[src/design/clock_page_replacer_core_macros.svh]
// Assertion helpers shared by the RTL.
`ifndef CLOCK_PAGE_REPLACER_CORE_MACROS_SVH
`define CLOCK_PAGE_REPLACER_CORE_MACROS_SVH

// Same-cycle implication, disabled in reset.
`define CRP_ASSERT_IMP(lbl, ante, cons, msg) \
  lbl: assert property (@(posedge clk_i) disable iff (!rst_ni) (ante) |-> (cons)) \
    else $error(msg);

// Next-cycle implication, disabled in reset.
`define CRP_ASSERT_NXT(lbl, ante, cons, msg) \
  lbl: assert property (@(posedge clk_i) disable iff (!rst_ni) (ante) |=> (cons)) \
    else $error(msg);

`endif

[src/design/crp_pkg.sv]
package crp_pkg;

  typedef logic [1:0] status_t;
  typedef logic [1:0] action_t;

  localparam status_t ST_PINNED    = 2'd0;
  localparam status_t ST_UNTOUCHED = 2'd1;
  localparam status_t ST_ACCESSED  = 2'd2;
  localparam status_t ST_RSVD      = 2'd3;

  localparam action_t ACT_VICTIM = 2'd0;
  localparam action_t ACT_PIN    = 2'd1;
  localparam action_t ACT_UNPIN  = 2'd2;
  localparam action_t ACT_COUNT  = 2'd3;

  localparam int unsigned FRAME_W = 6;
  localparam int unsigned COUNT_W = 7;

endpackage

[src/design/crp_in_if.sv]
interface crp_in_if;
  logic       valid;
  logic       ready;
  logic [1:0] action;
  logic [5:0] frame;

  modport source (output valid, output action, output frame, input ready);
  modport sink   (input valid, input action, input frame, output ready);
endinterface

[src/design/crp_out_if.sv]
interface crp_out_if;
  logic       valid;
  logic       ready;
  logic       found;
  logic [5:0] victim_frame;
  logic [6:0] evictable_count;

  modport source (output valid, output found, output victim_frame,
                  output evictable_count, input ready);
  modport sink   (input valid, input found, input victim_frame,
                  input evictable_count, output ready);
endinterface

[src/design/clock_page_replacer_core.sv]
// Clock page replacer.
// in_i (sink): one beat carries action and frame. in_i.ready is high only in
//   the idle state; one item is worked on at a time.
// out_o (source): exactly one result beat per input beat, held in an output
//   register until taken; the next input beat can be taken while it waits.
// Steps from accept to result valid:
//   count query   : straight from idle to S_DONE
//   pin / unpin   : S_MOD subtracts NUM_FRAMES from frame until in range
//                   (one subtractor); then S_RD, S_UPD and S_DONE
//   victim        : S_SWEEP, S_SWAIT, S_PICK; the sweep reads one status entry
//                   per cycle through the single read port of the status RAM
// Reset: a clearing pass writes every status entry to pinned; in_i.ready
//   stays low until it ends. Hand and count reset to zero.
// A stalled out_o holds the result; a finished item waits in its last state
//   until the output register frees up.
`include "clock_page_replacer_core_macros.svh"

module clock_page_replacer_core #(
  parameter int unsigned NUM_FRAMES = 64
) (
  input  logic      clk_i,
  input  logic      rst_ni,
  crp_in_if.sink    in_i,
  crp_out_if.source out_o
);
  import crp_pkg::*;

  localparam int unsigned FW = $clog2(NUM_FRAMES);
  localparam int unsigned CW = $clog2(NUM_FRAMES + 1);
  localparam int unsigned IW = ((FW > FRAME_W) ? FW : FRAME_W) + 1;
  localparam logic [FW-1:0] LAST_IDX = FW'(NUM_FRAMES - 1);
  localparam logic [CW-1:0] CNT_ONE  = CW'(1);
  localparam logic [IW-1:0] N_IW     = IW'(NUM_FRAMES);

  localparam logic [3:0] S_CLEAR = 4'd0;
  localparam logic [3:0] S_IDLE  = 4'd1;
  localparam logic [3:0] S_MOD   = 4'd2;
  localparam logic [3:0] S_RD    = 4'd3;
  localparam logic [3:0] S_UPD   = 4'd4;
  localparam logic [3:0] S_SWEEP = 4'd5;
  localparam logic [3:0] S_SWAIT = 4'd6;
  localparam logic [3:0] S_PICK  = 4'd7;
  localparam logic [3:0] S_DONE  = 4'd8;

  function automatic logic [FW-1:0] next_idx(input logic [FW-1:0] a);
    next_idx = (a == LAST_IDX) ? '0 : a + FW'(1);
  endfunction

  logic [3:0]    state_q, state_d;
  logic [FW-1:0] hand_q, hand_d;
  logic [CW-1:0] ev_cnt_q, ev_cnt_d;
  logic [FW-1:0] clr_addr_q, clr_addr_d;
  logic [FW-1:0] sw_addr_q, sw_addr_d;
  logic [CW-1:0] sw_cnt_q, sw_cnt_d;
  action_t       act_q, act_d;
  logic [IW-1:0] idx_q, idx_d;
  logic          res_found_q, res_found_d;

  status_t       mem_q [NUM_FRAMES];
  status_t       rd_q;
  logic          rd_en;
  logic [FW-1:0] raddr;
  logic          pvalid_q;
  logic [FW-1:0] paddr_q;
  logic          mem_we;
  logic [FW-1:0] mem_waddr;
  status_t       mem_wdata;

  logic          in_acc;
  logic          sweeping;
  logic          pick_start;
  logic          pick_found;
  logic [FW-1:0] pick_idx;
  logic          old_evict;

  logic                 out_valid_q, out_valid_d;
  logic                 out_found_q;
  logic [FRAME_W-1:0]   out_victim_q;
  logic [COUNT_W-1:0]   out_count_q;
  logic                 out_load;

  assign in_i.ready = (state_q == S_IDLE);
  assign in_acc     = in_i.valid && in_i.ready;
  assign sweeping   = (state_q == S_SWEEP) || (state_q == S_SWAIT);
  assign pick_start = in_acc && (in_i.action == ACT_VICTIM);
  assign old_evict  = (rd_q == ST_UNTOUCHED) || (rd_q == ST_ACCESSED);
  assign out_load   = (state_q == S_DONE) && (!out_valid_q || out_o.ready);

  crp_pick #(.FW(FW)) u_pick (
    .clk_i    (clk_i),
    .rst_ni   (rst_ni),
    .start_i  (pick_start),
    .valid_i  (pvalid_q && sweeping),
    .status_i (rd_q),
    .idx_i    (paddr_q),
    .found_o  (pick_found),
    .idx_o    (pick_idx)
  );

  always_comb begin
    state_d     = state_q;
    hand_d      = hand_q;
    ev_cnt_d    = ev_cnt_q;
    clr_addr_d  = clr_addr_q;
    sw_addr_d   = sw_addr_q;
    sw_cnt_d    = sw_cnt_q;
    act_d       = act_q;
    idx_d       = idx_q;
    res_found_d = res_found_q;
    rd_en       = 1'b0;
    raddr       = sw_addr_q;
    mem_we      = 1'b0;
    mem_waddr   = paddr_q;
    mem_wdata   = ST_PINNED;
    unique case (state_q)
      S_CLEAR: begin
        mem_we     = 1'b1;
        mem_waddr  = clr_addr_q;
        clr_addr_d = next_idx(clr_addr_q);
        if (clr_addr_q == LAST_IDX) state_d = S_IDLE;
      end
      S_IDLE: begin
        if (in_acc) begin
          act_d       = in_i.action;
          idx_d       = IW'(in_i.frame);
          res_found_d = 1'b0;
          sw_addr_d   = next_idx(hand_q);
          sw_cnt_d    = '0;
          unique case (in_i.action)
            ACT_VICTIM:          state_d = S_SWEEP;
            ACT_PIN, ACT_UNPIN:  state_d = S_MOD;
            default:             state_d = S_DONE;
          endcase
        end
      end
      S_MOD: begin
        if (idx_q >= N_IW) idx_d = idx_q - N_IW;
        else               state_d = S_RD;
      end
      S_RD: begin
        rd_en   = 1'b1;
        raddr   = idx_q[FW-1:0];
        state_d = S_UPD;
      end
      S_UPD: begin
        mem_we = 1'b1;
        if (act_q == ACT_PIN) begin
          mem_wdata = ST_PINNED;
          if (old_evict) ev_cnt_d = ev_cnt_q - CNT_ONE;
        end else begin
          mem_wdata = ST_ACCESSED;
          if (!old_evict) ev_cnt_d = ev_cnt_q + CNT_ONE;
        end
        state_d = S_DONE;
      end
      S_SWEEP: begin
        rd_en     = 1'b1;
        sw_addr_d = next_idx(sw_addr_q);
        sw_cnt_d  = sw_cnt_q + CNT_ONE;
        if (pvalid_q && rd_q == ST_ACCESSED) begin
          mem_we    = 1'b1;
          mem_wdata = ST_UNTOUCHED;
        end
        if (sw_cnt_q == CW'(NUM_FRAMES - 1)) state_d = S_SWAIT;
      end
      S_SWAIT: begin
        if (pvalid_q && rd_q == ST_ACCESSED) begin
          mem_we    = 1'b1;
          mem_wdata = ST_UNTOUCHED;
        end
        state_d = S_PICK;
      end
      S_PICK: begin
        if (pick_found) begin
          mem_we      = 1'b1;
          mem_waddr   = pick_idx;
          mem_wdata   = ST_PINNED;
          hand_d      = pick_idx;
          ev_cnt_d    = ev_cnt_q - CNT_ONE;
          res_found_d = 1'b1;
        end
        state_d = S_DONE;
      end
      S_DONE: begin
        if (out_load) state_d = S_IDLE;
      end
      default: state_d = S_IDLE;
    endcase
  end

  always_comb begin
    out_valid_d = out_valid_q;
    if (out_load)                        out_valid_d = 1'b1;
    else if (out_valid_q && out_o.ready) out_valid_d = 1'b0;
  end

  always_ff @(posedge clk_i or negedge rst_ni) begin
    if (!rst_ni) begin
      state_q     <= S_CLEAR;
      hand_q      <= '0;
      ev_cnt_q    <= '0;
      clr_addr_q  <= '0;
      sw_cnt_q    <= '0;
      res_found_q <= 1'b0;
      pvalid_q    <= 1'b0;
      out_valid_q <= 1'b0;
    end else begin
      state_q     <= state_d;
      hand_q      <= hand_d;
      ev_cnt_q    <= ev_cnt_d;
      clr_addr_q  <= clr_addr_d;
      sw_cnt_q    <= sw_cnt_d;
      res_found_q <= res_found_d;
      pvalid_q    <= rd_en;
      out_valid_q <= out_valid_d;
    end
  end

  always_ff @(posedge clk_i) begin
    act_q     <= act_d;
    idx_q     <= idx_d;
    sw_addr_q <= sw_addr_d;
    paddr_q   <= raddr;
    if (out_load) begin
      out_found_q  <= res_found_q;
      out_victim_q <= res_found_q ? FRAME_W'(hand_q) : '0;
      out_count_q  <= COUNT_W'(ev_cnt_q);
    end
  end

  always_ff @(posedge clk_i) begin
    if (mem_we) mem_q[mem_waddr] <= mem_wdata;
    if (rd_en)  rd_q <= mem_q[raddr];
  end

  assign out_o.valid           = out_valid_q;
  assign out_o.found           = out_found_q;
  assign out_o.victim_frame    = out_victim_q;
  assign out_o.evictable_count = out_count_q;

  `CRP_ASSERT_IMP(a_cnt_range, 1'b1, ev_cnt_q <= CW'(NUM_FRAMES), "evictable count overflow")
  `CRP_ASSERT_IMP(a_hand_range, 1'b1, hand_q <= LAST_IDX, "clock hand out of range")
  `CRP_ASSERT_IMP(a_no_rsvd, mem_we, mem_wdata != ST_RSVD, "reserved status written")
  `CRP_ASSERT_NXT(a_hand_move, state_q == S_PICK && pick_found,
                  hand_q == $past(pick_idx), "hand not moved to victim")

endmodule

[src/design/crp_pick.sv]
module crp_pick #(
  parameter int unsigned FW = 6
) (
  input  logic             clk_i,
  input  logic             rst_ni,
  input  logic             start_i,
  input  logic             valid_i,
  input  crp_pkg::status_t status_i,
  input  logic [FW-1:0]    idx_i,
  output logic             found_o,
  output logic [FW-1:0]    idx_o
);
  import crp_pkg::*;

  logic          have_old_q, have_old_d;
  logic          have_new_q, have_new_d;
  logic [FW-1:0] old_q, old_d;
  logic [FW-1:0] new_q, new_d;

  always_comb begin
    have_old_d = have_old_q;
    have_new_d = have_new_q;
    old_d      = old_q;
    new_d      = new_q;
    if (start_i) begin
      have_old_d = 1'b0;
      have_new_d = 1'b0;
    end else if (valid_i) begin
      if (status_i == ST_UNTOUCHED && !have_old_q) begin
        have_old_d = 1'b1;
        old_d      = idx_i;
      end
      if (status_i == ST_ACCESSED && !have_new_q) begin
        have_new_d = 1'b1;
        new_d      = idx_i;
      end
    end
  end

  always_ff @(posedge clk_i or negedge rst_ni) begin
    if (!rst_ni) begin
      have_old_q <= 1'b0;
      have_new_q <= 1'b0;
    end else begin
      have_old_q <= have_old_d;
      have_new_q <= have_new_d;
    end
  end

  always_ff @(posedge clk_i) begin
    old_q <= old_d;
    new_q <= new_d;
  end

  assign found_o = have_old_q | have_new_q;
  assign idx_o   = have_old_q ? old_q : new_q;

endmodule
[src/flat_wrapper.sv]
// flat-port wrapper written by rule: the top's interface ports become plain ports
module clock_page_replacer_core_flat import crp_pkg::*;
#(
  parameter int unsigned NUM_FRAMES = 64
)
  (clk_i, rst_ni, in_i_valid, in_i_action, in_i_frame, in_i_ready, out_o_valid, out_o_found, out_o_victim_frame, out_o_evictable_count, out_o_ready);
  crp_in_if in_i_i ();
  crp_out_if out_o_i ();
  input  logic clk_i;
  input  logic rst_ni;
  input wire logic [$bits(in_i_i.valid)-1:0] in_i_valid;
  input wire logic [$bits(in_i_i.action)-1:0] in_i_action;
  input wire logic [$bits(in_i_i.frame)-1:0] in_i_frame;
  output wire logic [$bits(in_i_i.ready)-1:0] in_i_ready;
  output wire logic [$bits(out_o_i.valid)-1:0] out_o_valid;
  output wire logic [$bits(out_o_i.found)-1:0] out_o_found;
  output wire logic [$bits(out_o_i.victim_frame)-1:0] out_o_victim_frame;
  output wire logic [$bits(out_o_i.evictable_count)-1:0] out_o_evictable_count;
  input wire logic [$bits(out_o_i.ready)-1:0] out_o_ready;
  assign in_i_i.valid = in_i_valid;
  assign in_i_i.action = in_i_action;
  assign in_i_i.frame = in_i_frame;
  assign in_i_ready = in_i_i.ready;
  assign out_o_valid = out_o_i.valid;
  assign out_o_found = out_o_i.found;
  assign out_o_victim_frame = out_o_i.victim_frame;
  assign out_o_evictable_count = out_o_i.evictable_count;
  assign out_o_i.ready = out_o_ready;
  clock_page_replacer_core #(.NUM_FRAMES(NUM_FRAMES)) u_core (.clk_i(clk_i), .rst_ni(rst_ni), .in_i(in_i_i), .out_o(out_o_i));
endmodule
[config.mk]
export PLATFORM = sky130hd
export DESIGN_NAME = clock_page_replacer_core_flat
export DESIGN_NICKNAME = d
export VERILOG_FILES = /design/src/design/crp_pkg.sv /design/src/design/crp_in_if.sv /design/src/design/crp_out_if.sv /design/src/design/clock_page_replacer_core.sv /design/src/design/crp_pick.sv /design/src/flat_wrapper.sv
export VERILOG_INCLUDE_DIRS = /design/src /design/src/design
export SDC_FILE = /design/constraint.sdc
export NUM_CORES = 1
export LEC_CHECK = 0
export BUFFER_PORTS_ARGS = -buffer_cell sky130_fd_sc_hd__buf_2
export CAP_MARGIN = 0
export CORE_MARGIN = 2
export CORE_UTILIZATION = 35
export DETAILED_ROUTE_END_ITERATION = 10
export PLACE_DENSITY = 0.59
export SYNTH_ARGS = -nofsm -noshare
export SYNTH_HDL_FRONTEND = slang
export SYNTH_SLANG_ARGS = --single-unit
export TNS_END_PERCENT = 30
[constraint.sdc]
create_clock -name clk_i -period 12.32 [get_ports clk_i]
set_input_delay 2.464 -clock clk_i [delete_from_list [all_inputs] [get_ports clk_i]]
set_output_delay 2.464 -clock clk_i [all_outputs]
set_load 0.005 [all_outputs]
**Yosys cells after proc, flatten, opt, wreduce, memory -nomap -nowiden**

Memory sizes are Yosys's and may differ from the RTL's. A register that Yosys moved wholly into a read port is not among the register bits.
Index checks and enable logic that the tools add are counted.

- Register bits after elaboration: 82
- Bits in writable memories: 128
- Input bits: 12
- Output and inout bits: 16
- Word-level logic and storage cells: 142
- Memories: 1

Memory list:

| memory | depth | width | rd ports | clocked after Yosys merged registers in | wr ports | line | text |
|---|---|---|---|---|---|---|---|
| u_core.mem_q | 64 | 2 | 1 | 1 | 1 | clock_page_replacer_core.sv:59 | `status_t mem_q [NUM_FRAMES];` |

- Add/subtract/negate cells: 7
- Order comparisons: 1
- Eq/ne operators: 26
- Muxes and demuxes: 46
- Bitwise operators: 2
- Reductions and logical operators: 40

Operator list:

| kind | number |
|---|---|
| $mux 7 | 7 |
| $mux 6 | 7 |
| $pmux 7 s2 | 3 |
| $pmux 4 s8 | 1 |
| $pmux 6 s2 | 2 |
| $mux 4 | 5 |
| $add 6x1->6 const B | 3 |
| $eq 6x6->1 const B | 3 |
| $eq 4x3->1 const B | 4 |
| $mux 1 | 16 |
| $reduce_bool 2->1 | 8 |
| $add 7x1->7 const B | 2 |
| $reduce_and 3->1 | 4 |
| $reduce_and 2->1 | 5 |
| $reduce_or 2->1 | 5 |
| $eq 4x2->1 const B | 2 |
| $logic_and 1x1->1 | 8 |
| $ne 2x1->1 const B | 4 |
| $pmux 4 s2 | 1 |
| $eq 7x6->1 const B | 1 |
| $ge 7x7->1 const B | 1 |
| $sub 7x1->7 const B | 1 |
| $sub 7x7->7 const B | 1 |
| $eq 2x1->1 const B | 3 |
| 18 further kinds | 25 |

**Depth between registers and ports, before layout**

Gate-level depths: netlist (run 1).

- Depth after elaboration: 6
- Depth in mapped cells: 12
- Gate-level depth less buffers: 9

**Cells and area by module**

A second synthesis (run 1) with hierarchy kept.

- Cells, all modules: 754
- Area total of the unflattened synthesis: 9,287.7 um2

Modules (own cells, without submodules):

| module | times used | cells each | area each (um2) | seq. area each (um2) |
|---|---|---|---|---|
| clock_page_replacer_core | 1 | 723 | 8,715.9 | 5,720.5 |
| crp_pick | 1 | 31 | 571.8 | 410.4 |

**Least setup slack after synthesis (run 1)**

OpenSTA, ideal clock, no wires.

- Path type: reg-to-reg
- From: register u_core.state_q[2]
- To: memory u_core.mem_q[0][1] (netlist bit), data pin
- Setup time: 0.682 ns
- Arrival: 3.248 ns
- Data required time: 11.638 ns
- Path slack: 8.390 ns
- Cell stages (with the launch flop): 4
- Period minus slack after synthesis: 3.930 ns
- Path through: dfrtp_1 -> clkbuf_1 -> nand2b_1 -> nor3_1

- Cells in the longest elaborated chain, start to end: 3

RTL lines:

| what | line | text |
|---|---|---|
| start: declaration | clock_page_replacer_core.sv:49 | `logic [3:0] state_q, state_d;` |
| start signal: assignment | clock_page_replacer_core.sv:208 | `state_q <= state_d;` |
| $eq 4x3->1 | clock_page_replacer_core.sv:115 | `unique case (state_q)` |
| $reduce_or 2->1 (no line) | -- |  |
| $pmux 2 s2 (*) | clock_page_replacer_core.sv:115 |  |
| named net u_core.mem_wdata[1] | clock_page_replacer_core.sv:67 | `status_t mem_wdata;` |
| end: declaration | clock_page_replacer_core.sv:59 |  |

The timed path passes the listed nets; every way through them passes the cells marked *.

**Worst setup path in the final report (run 1)**

- From: register u_core.state_q[0]
- To: output in_i_ready

- Cells in the longest elaborated chain, start to end: 1

RTL lines:

| what | line | text |
|---|---|---|
| $eq 4x1->1 | clock_page_replacer_core.sv:82 | `assign in_i.ready = (state_q == S_IDLE);` |
| end: declaration | flat_wrapper.sv:14 | `output wire logic [$bits(in_i_i.ready)-1:0] in_i_ready;` |

No other way between the ends.

==> metrics.md, run 1 <==
| Metric | Value |
|---|---|
| Die boundary height | 167 um |
| Pre-Repair DR Iteration Count | 5 |
| Count of different cell masters after synthesis | 54 |
| Top flip-flop cell by instance count after synthesis | sky130_fd_sc_hd__edfxtp_1 |
| Instance count along the most critical hold path | 0 |
| Synth Register Bits | about 210 |
| Layout cell share with drive strength beyond 1 | roughly an eighth |
| Amount of wire on met2 after detailed routing | 9.05 mm |
| Most common cell after layout, fill and taps aside | sky130_fd_sc_hd__edfxtp_1 |
| Synth async-reset ratio | between 15 and 20% |
| Startpoint of the most critical hold path | u_core.paddr_q[4]$_DFF_P_ |
| Type of the worst min-delay path | flip-flop to flip-flop |
| Horizontal die dimension | between 150 and 200 um |
| Final nets | 786 |
| Synth Instances | 730 |
| Worst R2R End | u_core.mem_q[7][1]$_DFFE_PP_ |
| Maximum number of pins on one net before global-route repair | just under 70 |
| Type of element capturing the critical path | output port |
| Initial Util | about 36% |
| Share of the clock period used by the worst path | a little over a third |
| Net switching power figure | between 0.9 and 1 mW |
| Portion of total power attributed to the clock network | approximately 30% |
| I/O pin cnt | 28 |
| Slew Limit Headroom | a little over a quarter |
| Hold Path Sink | u_core.u_pick.new_q[4]$_DFFE_PP_ |
| Number of fill cells in the layout | 2432 |
| Instance count after placement with tap cells included | 1073 |
| Most frequent cells in the layout | sky130_fd_sc_hd__edfxtp_1 (171), sky130_fd_sc_hd__nand2_1 (96), sky130_fd_sc_hd__nor2_1 (92) |
| Post-route antenna net violation count | 0 |
| Via/cell ratio | 5.22 |
| Count of final setup violators | 0 |
| Reg2Reg Depth | 8 |
| Post-CTS setup buffer count | 0 |
| Int Pwr | ~1.7 mW |
| Mean instance size in the synthesized netlist | roughly 13 um2 |
| Routed vias | slightly below 6000 |
| # port buffers | 27 |
| Wire length of the first global-routing pass | 32.2 mm |
| DRC violation count after routing | 0 |
| Area of the die | around 28000 um2 |
| Estimated wirelength of the detail-placed design | ~13 mm |
| Yosys synthesis warning count | 0 |
| Combined area of all synthesized cells | 9260 um2 |
| Portion of total power attributed to sequential cells | 39.4% |
| Area post-placement | roughly 9700 um2 |
| Multi-input gate area in the final layout | ~2900 um2 |
| DRC violation total after the first TritonRoute iteration | 545 |
| Core Util, Final | roughly two fifths |
| Area growth from synthesis to layout | 14.6% |
| Clock Path Buffers | 3 |
| Launching element type of the critical path | flip-flop |
| Number of global-route vias before repair | 5685 |
| Post-Syn Nets | ~750 |
| LEAKAGE | about 3.8 nW |
| Standard cell core area | 26000 um2 |
| Final cell count without fillers | about 1100 |
| CTS tree | yes |
| CTS-repair resized insts | 0 |
| Number of buffers inserted by hold repair at cts | 0 |
| FF/Latch Area | 6130 um2 |
| Setup repair after global routing missed its margin | no |
| Transition time at the pin with the least slew margin | roughly 1.1 ns |
| Final Max Slew Viols | 0 |
| Met1 Routed Length | ~9.5 mm |
| Category of the critical setup timing path | flip-flop to output port |
| Worst clock skew | around 0.018 ns |
| Overall fraction of global-route tracks in use | between 10% and 20% |
| Post-route minimum period | 4.29 ns |
| Number of antenna violations at the first check in global routing | 0 |
| Gate power share | a little over 30% |
| Total congestion overflow | 0 |
| Post-Route WL | roughly 20 mm |
| Critical path peak fanout | 14 |
| GPL Wtd Cong | roughly 0.8 |
| Max-Cap Viols | 0 |
| Number of antenna repair diodes | 0 |
| Clock root buffer | sky130_fd_sc_hd__clkbuf_16 |
| Hold Vio Cnt, Final | 0 |
| Top layer reached by signal wires | met4 |
| Setup TNS Final | 0 ns |
| Total clock buffers created by CTS | 24 |
| Launch point of the worst reg-to-reg path | u_core.state_q[2]$_DFFE_PN0P_ |
| Share of total power consumed by net switching | 35.0% |
| Fin area | 10600 um2 |
| Clk pin slew, worst setup/hold paths | 0.07 ns |
| Setup slack, reg-to-reg | 8.34 ns |
| Count of clock tree sinks | roughly 210 |
| Number of levels the H-tree was split into | 1 |
| Outcome | completed |
| Worst voltage drop across the vdd grid | 0.164 mV |
| Average wire per standard cell | 17.9 um |
| Clk Latency, worst-skew pair | slightly above 0.5 ns |
| Power per standard cell area | about 240 nW/um2 |
| Data arrival time of the worst path | around 1.8 ns |
| Routed length on met3 | roughly 1.0 mm |
| Portion of the post-synthesis area used by sequential elements | between 60% and 70% |
| CP Data Required Time | around 10 ns |
| Number of synthesized flops with an enable pin | ~170 |
| Number of cell rows | 59 |
| Peak Freq | between 200 and 250 MHz |
-- synthesized netlist by cell type (10+ instances only) --
| cell | count | area, um2 |
|---|---|---|
| sky130_fd_sc_hd__nand2_1 | 96 | 360 |
| sky130_fd_sc_hd__inv_1 | 19 | 71.3 |
| sky130_fd_sc_hd__nand3_1 | 34 | 170 |
| sky130_fd_sc_hd__edfxtp_1 | 171 | 5130 |
| sky130_fd_sc_hd__dfrtp_1 | 35 | 876 |
| sky130_fd_sc_hd__a221oi_1 | 10 | 87.6 |
| sky130_fd_sc_hd__ha_1 | 10 | 125 |
| sky130_fd_sc_hd__a21oi_1 | 19 | 95.1 |
| sky130_fd_sc_hd__mux2i_1 | 22 | 220 |
| sky130_fd_sc_hd__and3_1 | 10 | 62.6 |
| sky130_fd_sc_hd__clkbuf_1 | 16 | 60.1 |
| sky130_fd_sc_hd__xor2_1 | 12 | 105 |
| sky130_fd_sc_hd__o21ai_0 | 29 | 145 |
| sky130_fd_sc_hd__nor2_1 | 92 | 345 |
| sky130_fd_sc_hd__a221o_1 | 11 | 110 |
| sky130_fd_sc_hd__nor2b_1 | 10 | 62.6 |
-- cell families after synthesis --
family	Yosys count	synth area share, %
adder cells (fa/ha/maj)	10	1.35
flip-flops	212	66.2
XOR/XNOR	19	1.80
AO/OA/AOI/OAI	115	8.47
multiplexers	42	6.15
AND/OR/NAND/NOR	284	13.7
buffers and inverters	48	2.30
-- power by group through the flow --
stage | clock network, mW | registers, mW | logic [mW]
global route | 0.813 | 1.04 | 0.898
CTS | 0.779 | 1.02 | 0.809
detailed placement | 0 | 1.03 | 0.803
floorplan | 0 | 0.985 | 0.619
global placement | 0 | 1.03 | 0.802
finish | 0.765 | 1.02 | 0.808
-- worst max path at each step --
| stage | start | to | slack, ns | cells past startpoint |
|---|---|---|---|---|
| 5_1_grt | u_core.state_q[0]$_DFFE_PN0P_ | in_i_ready | 7.86 | 3 |
| 3_3_place_gp | u_core.state_q[2]$_DFFE_PN0P_ | u_core.mem_q[63][0]$_DFFE_PP_ | 8.35 | 8 |
| 4_1_cts | u_core.state_q[0]$_DFFE_PN0P_ | in_i_ready | 8.03 | 3 |
| 2_1_floorplan | u_core.state_q[2]$_DFFE_PN0P_ | u_core.mem_q[0][1]$_DFFE_PP_ | 8.39 | 3 |
| 3_5_place_dp | u_core.state_q[2]$_DFFE_PN0P_ | u_core.mem_q[7][0]$_DFFE_PP_ | 8.40 | 8 |
| 6_report | u_core.state_q[0]$_DFFE_PN0P_ | in_i_ready | 8.03 | 3 |
-- critical path, stage by stage (launching register included) --
cell and delay [ns]:
sky130_fd_sc_hd__dfrtp_1 0.57, sky130_fd_sc_hd__nand2b_1 0.19, sky130_fd_sc_hd__nor3_1 0.37, sky130_fd_sc_hd__buf_2 0.19
-- stage by stage --
stage	power, mW	setup slack (ns)	hold slack, ns
finish	2.59	8.03	0.465
global route	2.75	7.86	0.489
global placement	1.83	8.35	0.444
floorplan	1.60	8.39	0.426
detailed placement	1.84	8.40	0.446
CTS	2.61	8.03	0.463
-- flip-flops by register name, indices dropped and copies added (netlist names), 2 cells and up --
signal / cells
u_core.paddr_q: 6
u_core.u_pick.old_q: 6
u_core.ev_cnt_q: 7
u_core.sw_cnt_q: 7
u_core.clr_addr_q: 6
u_core.idx_q: 7
u_core.mem_q: 128
u_core.sw_addr_q: 6
u_core.hand_q: 6
u_core.out_o.victim_frame: 6
u_core.rd_q: 2
u_core.u_pick.new_q: 6
u_core.out_o.evictable_count: 7
u_core.state_q: 4
u_core.act_q: 2
-- final cells by class --
cell class	instances	area share, %
sequential	212	57.8
multi-input combinational	470	27.6
clock buffer	27	6.15
tap	335	3.95
clock inverter	17	2.00
timing repair buffer	35	1.84
inverter	21	0.743
-- layer usage --
layer	vias to the layer above	track usage (%)
met3	38	2.78
met5	-	0
li1	2779	-
met2	169	22.4
met1	2845	21.0
met4	0	3.79
No activity file was read; power rests on OpenSTA's default activity.
==> run 2: changes to the inputs <==
clock period = 4.3 ns   (was 12.32 ns; I/O delays follow)
==> run 2 against run 1 <==
Against the previous run:
- sequential share of layout area fell by 0.081 points
- die area did not move
- first-iteration DRC count fell by 4.4%
- final cell count rose by 0.90%
- count of clock-buffer cells in the layout rose by 6
- flip-flop and latch count did not move
- combinational power rose to 3.0 times the previous value
- critical path type is now flip-flop to flip-flop
==> metrics.md, run 2 (synthesized netlist as in run 1, its figures left out) <==
| Metric | Value |
|---|---|
| Count of clock tree sinks | 212 (unchanged) |
| CTS-repair resized insts | 0 (unchanged) |
| Number of levels the H-tree was split into | 1 (unchanged) |
| Post-route total power | 7.39 mW (+190%) |
| Area growth from synthesis to layout | 14.8% |
| Via/cell ratio | 5.17 (-0.87%) |
| Setup slack, reg-to-reg | 0.85 ns (-7.49 ns) |
| Clock root buffer | sky130_fd_sc_hd__clkbuf_16 |
| Launching element type of the critical path | flip-flop |
| Clk Latency, worst-skew pair | 0.52 ns (about the same) |
| Share of the clock period used by the worst path | about four fifths |
| Most frequent cells in the layout | sky130_fd_sc_hd__edfxtp_1 (171), sky130_fd_sc_hd__nand2_1 (96), sky130_fd_sc_hd__nor2_1 (92) |
| Critical path peak fanout | 15 (+1) |
| I/O pin cnt | 28 (unchanged) |
| Post-CTS setup buffer count | 0 (unchanged) |
| Power per standard cell area | 695 nW/um2 (+180%) |
| Layout cell share with drive strength beyond 1 | 13.9% (+0.59 points) |
| DRC violation total after the first TritonRoute iteration | 521 (-4.4%) |
| Number of antenna violations at the first check in global routing | 0 (unchanged) |
| Post-placement worst setup slack | 0.846 ns (-7.55 ns) |
| Number of antenna repair diodes | 0 (unchanged) |
| CP Data Required Time | 4.57 ns (-5.29 ns) |
| Count of final setup violators | 0 (unchanged) |
| Slew Limit Headroom | 32.7% (+6.5 points) |
| Multi-input gate area in the final layout | 2930 um2 (unchanged) |
| Horizontal die dimension | 167 um (unchanged) |
| Clock Path Buffers | 3 (unchanged) |
| Worst clock skew | 0.0136 ns (-0.00427 ns) |
| Pre-Repair DR Iteration Count | 5 (unchanged) |
| Total clock buffers created by CTS | 25 (+4.2%) |
| Hold Vio Cnt, Final | 0 (unchanged) |
| Biggest register | u_core.mem_q |
| Post-route antenna net violation count | 0 (unchanged) |
| Final nets | 795 (+1.1%) |
| Number of buffers inserted by hold repair at cts | 0 (unchanged) |
| CTS tree | yes |
| Type of the worst min-delay path | flip-flop to flip-flop |
| Number of cell rows | 59 (unchanged) |
| Area of the die | 27800 um2 (unchanged) |
| Flip-flop count of the largest register after layout | 128 (unchanged) |
| FF/Latch Area | 6130 um2 (unchanged) |
| Post-Route WL | 20.4 mm (+2.0%) |
| Setup repair after global routing missed its margin | no |
| Type of element capturing the critical path | flip-flop |
| Transition time at the pin with the least slew margin | 1.00 ns (-0.0966 ns) |
| Overall fraction of global-route tracks in use | 14.5% (about the same) |
| Initial Util | 35.6% (unchanged) |
| Max-Cap Viols | 0 (unchanged) |
| Estimated wirelength of the detail-placed design | 13.6 mm (+2.0%) |
| Category of the critical setup timing path | flip-flop to flip-flop |
| Post-route minimum period | ~3.5 ns |
| Wire length of the first global-routing pass | 32.0 mm (-0.58%) |
| Setup TNS Final | 0 ns (unchanged) |
| Total congestion overflow | 0 (unchanged) |
| Clk pin slew, worst setup/hold paths | 0.06 ns (about the same) |
| Outcome | completed |
| # port buffers | 27 (unchanged) |
| LEAKAGE | 3.79 nW (+0.32%) |
| Most common cell after layout, fill and taps aside | sky130_fd_sc_hd__edfxtp_1 |
| Final WS setup | 0.850 ns (-7.18 ns) |
| Peak Freq | ~290 MHz |
| Final Max Slew Viols | 0 (unchanged) |
| Worst voltage drop across the vdd grid | 0.311 mV (+90%) |
| Standard cell core area | 26000 um2 (unchanged) |
| Die boundary height | 167 um (unchanged) |
| Data arrival time of the worst path | 3.72 ns (+1.89 ns) |
| Maximum number of pins on one net before global-route repair | 67 (-1.5%) |
| Number of fill cells in the layout | 2445 (+0.53%) |
| Routed vias | 5832 (+0.017%) |
| DRC violation count after routing | 0 (unchanged) |
| Number of global-route vias before repair | 5729 (+0.77%) |
| Average wire per standard cell | 18.1 um (+1.1%) |
| GPL Wtd Cong | 0.839 (+3.7%) |
## run 2: changes by cell type in the layout (fill, tap and decap cells not counted), sizes merged
cell / change
clkinv: -3
bufinv: -3
clkbuf: +6
buf: +8
inv: +2
## run 2: worst paths after layout
kind | startpoint | end | cells after the start
min in group asynchronous | rst_ni | u_core.ev_cnt_q[0]$_DFFE_PN0P_ | 1
max | u_core.state_q[2]$_DFFE_PN0P_ | u_core.rd_q[1]$_DFFE_PP_ | 8
max reg2reg | u_core.state_q[2]$_DFFE_PN0P_ | u_core.rd_q[1]$_DFFE_PP_ | 8
min | u_core.paddr_q[5]$_DFF_P_ | u_core.u_pick.old_q[5]$_DFFE_PP_ | 0
max in group asynchronous | rst_ni | u_core.clr_addr_q[3]$_DFFE_PN0N_ | 1
min reg2reg | u_core.paddr_q[5]$_DFF_P_ | u_core.u_pick.old_q[5]$_DFFE_PP_ | 0
## run 2: worst max-delay path: stages (launching register included)
cell and delay, ns:
sky130_fd_sc_hd__dfrtp_1 0.53, sky130_fd_sc_hd__and4bb_1 0.44, sky130_fd_sc_hd__buf_4 0.23, sky130_fd_sc_hd__mux2i_4 0.51, sky130_fd_sc_hd__inv_1 0.36, sky130_fd_sc_hd__mux4_2 0.51
sky130_fd_sc_hd__mux2i_1 0.18, sky130_fd_sc_hd__a21oi_1 0.10, sky130_fd_sc_hd__a221o_1 0.35
## run 2: cell type report
class / count / area share [%]
Sequential cell: 212 / 57.7
Multi-Input combinational cell: 470 / 27.5
Clock buffer: 33 / 6.54
Tap cell: 335 / 3.94
Timing Repair Buffer: 43 / 2.40
Clock inverter: 13 / 1.18
Inverter: 21 / 0.742
## run 2: layer usage
| layer | wire length, um | vias up | global-route usage, % |
|---|---|---|---|
| met1 | 9380 | 2865 | 20.6 |
| met3 | 1110 | 26 | 2.45 |
| met5 | 0 | - | 0 |
| met2 | 9520 | 151 | 23.1 |
| li1 | - | 2790 | - |
| met4 | 368 | 0 | 3.94 |
## run 2: per-stage QoR
stage	hold slack (ns)	instances	util (%)	instance area (um2)
global route	0.471	1127	40.9	10600
floorplan	0.426	730	-	9260
CTS	0.455	1127	40.9	10600
global placement	0.441	1081	37.8	9810
detailed placement	0.441	1081	37.8	9810
finish	0.452	1127	40.9	10600
## run 2: report_power, final
part           leakage (nW)  total, mW  internal, mW  switching (mW)
Sequential             1.99       2.92          2.61           0.314
Clock                 0.393       2.06          1.26           0.807
Combinational          1.41       2.40         0.875            1.53
